<file path="config.mk">
export PLATFORM = sky130hd
export DESIGN_NAME = esc_ctrl
export DESIGN_NICKNAME = d
export VERILOG_FILES = /design/src/rtl/esc_pkg.sv /design/src/rtl/esc_ctrl.sv
export VERILOG_INCLUDE_DIRS = /design/src /design/src/rtl
export SDC_FILE = /design/constraint.sdc
export NUM_CORES = 1
export LEC_CHECK = 0
export ABC_AREA = 1
export ABC_CLOCK_PERIOD_IN_PS = 1300
export BUFFER_PORTS_ARGS = -buffer_cell sky130_fd_sc_hd__buf_2
export CAP_MARGIN = 20
export CORE_AREA = 2 2 39 41
export DETAILED_ROUTE_END_ITERATION = 12
export DIE_AREA = 0 0 41 43
export PLACE_DENSITY = 0.4
export RECOVER_POWER = 25
export SETUP_SLACK_MARGIN = 0.05
export SKIP_CTS_REPAIR_TIMING = 1
export SYNTH_ARGS = -nofsm -noshare
export SYNTH_HDL_FRONTEND = slang
export SYNTH_SLANG_ARGS = --single-unit
</file>
<file path="constraint.sdc">
create_clock -name aclk -period 1.3 [get_ports aclk]
set_input_delay 0 -clock aclk [delete_from_list [all_inputs] [get_ports aclk]]
set_output_delay 0 -clock aclk [all_outputs]
set_load 0.02 [all_outputs]
</file>
<file path="src/rtl/edge_spacing_check_core_macros.svh">
// Assertion macros for the edge spacing check core.
// Included by the controller and datapath; needs no package.
`ifndef EDGE_SPACING_CHECK_CORE_MACROS_SVH
`define EDGE_SPACING_CHECK_CORE_MACROS_SVH

// Same-cycle implication, disabled while reset is low.
`define ESC_ASSERT_IMPLY(label, clk, rst_n, ante, cons) \
    label: assert property (@(posedge clk) disable iff (!rst_n) (ante) |-> (cons)) \
        else $error("edge spacing check: assertion failed");

// Next-cycle implication, disabled while reset is low.
`define ESC_ASSERT_NEXT(label, clk, rst_n, ante, cons) \
    label: assert property (@(posedge clk) disable iff (!rst_n) (ante) |=> (cons)) \
        else $error("edge spacing check: assertion failed");

`endif

</file>
<file path="src/rtl/esc_pkg.sv">
// Shared types and constants for the edge spacing check core.
// Used by esc_ctrl, esc_dpath and edge_spacing_check_core; no dependencies.
`timescale 1ns / 1ps

package esc_pkg;

    localparam int EDGE_DEPTH_DEFAULT = 64;
    localparam int COORD_W            = 32;
    localparam int SPACING_W          = 31;
    localparam int CMD_W              = 2;

    typedef enum logic [CMD_W-1:0] {
        CMD_CLEAR  = 2'd0,
        CMD_APPEND = 2'd1,
        CMD_CHECK  = 2'd2
    } cmd_t;

    typedef enum logic [1:0] {
        ST_IDLE,
        ST_SCAN,
        ST_FLUSH
    } state_t;

    typedef struct packed {
        logic clear;
        logic append;
        logic start;
        logic advance;
        logic emit;
        logic emit_last;
    } dp_cmd_t;

    typedef struct packed {
        logic hit;
        logic done;
        logic pend_valid;
        logic out_free;
    } dp_sts_t;

endpackage

</file>
<file path="src/rtl/esc_ctrl.sv">
// Controller for the edge spacing check: command decode and scan sequencing.
// Depends on esc_pkg and edge_spacing_check_core_macros.svh.
`timescale 1ns / 1ps
`include "edge_spacing_check_core_macros.svh"

module esc_ctrl (
    input  logic                              aclk,
    input  logic                              aresetn,
    input  logic                              s_valid,
    output logic                              s_ready,
    input  logic [esc_pkg::CMD_W-1:0]         s_command,
    input  esc_pkg::dp_sts_t                  sts,
    output esc_pkg::dp_cmd_t                  cmd
);

    esc_pkg::state_t state_reg;
    esc_pkg::state_t state_next;
    logic            busy_to_idle;
    logic            scan_done;
    logic            in_flush;

    always_ff @(posedge aclk) begin
        if (!aresetn) begin
            state_reg <= esc_pkg::ST_IDLE;
        end else begin
            state_reg <= state_next;
        end
    end

    always_comb begin
        state_next = state_reg;
        s_ready    = 1'b0;
        cmd        = '0;
        case (state_reg)
            esc_pkg::ST_IDLE: begin
                s_ready = 1'b1;
                if (s_valid) begin
                    case (esc_pkg::cmd_t'(s_command))
                        esc_pkg::CMD_CLEAR: begin
                            cmd.clear = 1'b1;
                        end
                        esc_pkg::CMD_APPEND: begin
                            cmd.append = 1'b1;
                        end
                        esc_pkg::CMD_CHECK: begin
                            cmd.start  = 1'b1;
                            state_next = esc_pkg::ST_SCAN;
                        end
                        default: begin
                        end
                    endcase
                end
            end
            esc_pkg::ST_SCAN: begin
                if (sts.done) begin
                    state_next = esc_pkg::ST_FLUSH;
                end else if (!(sts.hit && sts.pend_valid && !sts.out_free)) begin
                    cmd.advance = 1'b1;
                    cmd.emit    = sts.hit && sts.pend_valid;
                end
            end
            esc_pkg::ST_FLUSH: begin
                if (!sts.pend_valid) begin
                    state_next = esc_pkg::ST_IDLE;
                end else if (sts.out_free) begin
                    cmd.emit      = 1'b1;
                    cmd.emit_last = 1'b1;
                    state_next    = esc_pkg::ST_IDLE;
                end
            end
            default: begin
                state_next = esc_pkg::ST_IDLE;
            end
        endcase
    end

    assign busy_to_idle = (state_reg != esc_pkg::ST_IDLE) && (state_next == esc_pkg::ST_IDLE);
    assign scan_done    = (state_reg == esc_pkg::ST_SCAN) && sts.done;
    assign in_flush     = (state_reg == esc_pkg::ST_FLUSH);

    `ESC_ASSERT_NEXT(a_idle_no_pending, aclk, aresetn, busy_to_idle, !sts.pend_valid)
    `ESC_ASSERT_NEXT(a_done_to_flush, aclk, aresetn, scan_done, in_flush)
    `ESC_ASSERT_IMPLY(a_last_only_flush, aclk, aresetn, cmd.emit_last, in_flush && !cmd.advance)

endmodule

</file>
==> flow_summary.ini <==
[power]
netSwitchingFraction_pct = 29.7
leakagePower_nw = 0.208
finalPower_mw = 0.291
ir_worst_vdd_mv = 0.404
power.density_mw_per_mm2 = 659
combinationalPowerShare_pct = 31.1
power_switching_mw = 0.0864
pwr-share-seq_pct = 22.8
p_clk_share_pct = 46.1
p_int_mw = 0.205

[critical_path]
crit_fanout = 3
worstSetupEndpointType = primary output
critPathKind = reg2out
rr_endpoint = state_reg[0]$_SDFFE_PN0P_
reg2reg_slack_ns = 0.05
slowest_delay_ns = 0.32
ff2ff_path_depth = 7
cp_cell_sequence = inv_2, ha_4, clkinvlp_4, buf_4, nor2_4, buf_6
arrival_ns = 1.32
regToRegStartpoint = state_reg[1]$_SDFFE_PN0P_
cp-endpoint = cmd[3]
crit_start = state_reg[1]$_SDFFE_PN0P_
slowest_stage = dfxtp_2
required_ns = 1.30
startpoint_type = flip-flop

[yosys]
synth_area_sq_um = 230
synth.net_count = 48
ys_seq_area_share_pct = 17.4
avgSynthCellArea_sq_um = 6.58
ys_ff_latch = 2
syn_inst = 35
ys_warn_count = 0
synth_cell_types = 15

[final_layout]
n_fill_cell = 162
area_delta_synth_final_pct = 91.8
drive_above_1_share_pct = 61.8
sequential_cell_area_sq_um = 45.0
multiInputGateArea_sq_um = 213
largest_reg_flops = 2
diodes = 0
nets = 70

[timing]
skew_ns = 0.00101
fin_crit_sh_pct = 101
fin_ws_ns = -0.0161
rsz0062_at_grt = yes
relSlewSlack_pct = 88.1
finalSetupTns_ns = -0.0354
fmax_ghz = 0.760
finalSetupViolations = 3
fin_crit_ns = 1.32
tightest_slew_ns = 0.177
hold_viol_final = 0
slew_viol_final = 0

[placed_design]
portBuffers = 15
gp_congestion = 0.644
dp_slack_ns = 0.111
hpwl_um = 463

[clocking]
clk_path_buf_depth = 2
clk_latency_ns = 0.22
root_buffer = clkbuf_4
clk_pin_slew_worst_paths_ns = 0.03
h-tree-depth = 1
cts_made_buffers = 3
cts_tree = built
clock_sinks = 2

[grt]
first_global_vias = 247
grt_usage_pct = 6.71
antenna_found_initial = 0
grt_pass1_wl_um = 807
grt_overflow = 0
grt_max_degree = 5

[outcome]
violations = setup timing
status = finished, violations left

[floorplan]
fp-row-count = 14
die_area_sq_mm = 0.00176
die_x_um = 41
io_pins = 16
start_util_pct = 16.6
dieHeight_um = 43
core_sq_mm = 0.00138

[route]
dr_wl_met2_um = 283
dr.max_layer_used = met3
dr.pass1.iters = 4
first_iter_violations = 2
drc = 0
routed_wl_um = 563
wl_met1_um = 237
via_per_inst = 3.94
dr_wl_met3_um = 42
vias = 280
wl_per_cell_um = 7.93
ant_nets = 0

[run]
cap_violations = 0

[hold_path]
hold_path.class = in2reg
==> kinds of logic after synthesis <==
group / after synthesis / share of synthesized area, %
flip-flops: 2 / 17.4
AO/OA/AOI/OAI: 4 / 10.3
buffers and inverters: 9 / 14.7
AND/OR/NAND/NOR: 16 / 35.9
adder cells (fa/ha/maj): 4 / 21.7
==> worst max-delay path: cells and delay by family (launching register included) <==
kind                     cells  cell delay [ns]
buffers and inverters        4             0.50
AND/OR/NAND/NOR              1             0.11
adder cells (fa/ha/maj)      1             0.16
flip-flops                   1             0.32
==> worst min-delay path by stage <==
stage | startpoint | endpoint | slack, ns | depth (start not counted)
floorplan | s_command[1] | cmd[4] | 0.04 | 1
global placement | aresetn | state_reg[1]$_SDFFE_PN0P_ | 0.26 | 3
detailed placement | aresetn | state_reg[1]$_SDFFE_PN0P_ | 0.26 | 3
CTS | aresetn | state_reg[1]$_SDFFE_PN0P_ | 0.02 | 3
global route | aresetn | state_reg[0]$_SDFFE_PN0P_ | 0.04 | 3
finish | aresetn | state_reg[0]$_SDFFE_PN0P_ | 0.03 | 3
==> Yosys cell counts (all sizes together) <==
| cell type | count | area, sq um |
|---|---|---|
| ha | 4 | 50.1 |
| inv | 9 | 33.8 |
| nor4 | 2 | 12.5 |
| o21a | 1 | 7.51 |
| nand2 | 7 | 28.8 |
| nand3 | 4 | 25.0 |
| a31oi | 1 | 6.26 |
| and3 | 1 | 6.26 |
| dfxtp | 2 | 40.0 |
| nor2 | 2 | 10.0 |
| a21oi | 2 | 10.0 |
==> power groups by stage <==
stage | clock network, mW | registers (mW) | logic (mW)
finish | 0.134 | 0.0662 | 0.0906
global route | 0.147 | 0.0664 | 0.100
CTS | 0.145 | 0.0665 | 0.0776
detailed placement | 0 | 0.0673 | 0.0773
global placement | 0 | 0.0672 | 0.0780
floorplan | 0 | 0.0666 | 0.0484
==> metrics by stage <==
step | area [sq um] | utilization [%] | hold slack, ns | std cells
2_1_floorplan | 268 | - | 0.0370 | 35
3_3_place_gp | 363 | 26.2 | 0.257 | 66
3_5_place_dp | 363 | 26.2 | 0.259 | 66
4_1_cts | 385 | 27.8 | 0.0207 | 69
5_1_grt | 442 | 31.9 | 0.0399 | 71
6_report | 442 | 31.9 | 0.0295 | 71
==> cell type report <==
type / instances / share of cell area, %
timing repair buffer: 17 / 23.5
clock buffer: 3 / 5.10
inverter: 9 / 8.50
tap: 16 / 4.53
multi-input combinational: 24 / 48.2
sequential: 2 / 10.2
==> per-layer routing <==
layer | up-vias | global-route usage (%)
met3 | 0 | 0
li1 | 153 | -
met4 | 0 | 6.00
met2 | 8 | 11.3
met1 | 119 | 7.03
met5 | - | 0
==> cells in the final DEF (no fill, tap or decap), drive strengths merged <==
cell       n
dfxtp      2
a21oi      2
nor2       2
nand3      4
clkbuf     3
clkinvlp   1
o21a       1
nand2      7
ha         4
buf       17
inv        8
nor4       2
and3       1
a31oi      1
(Power assumes the default switching activity.)
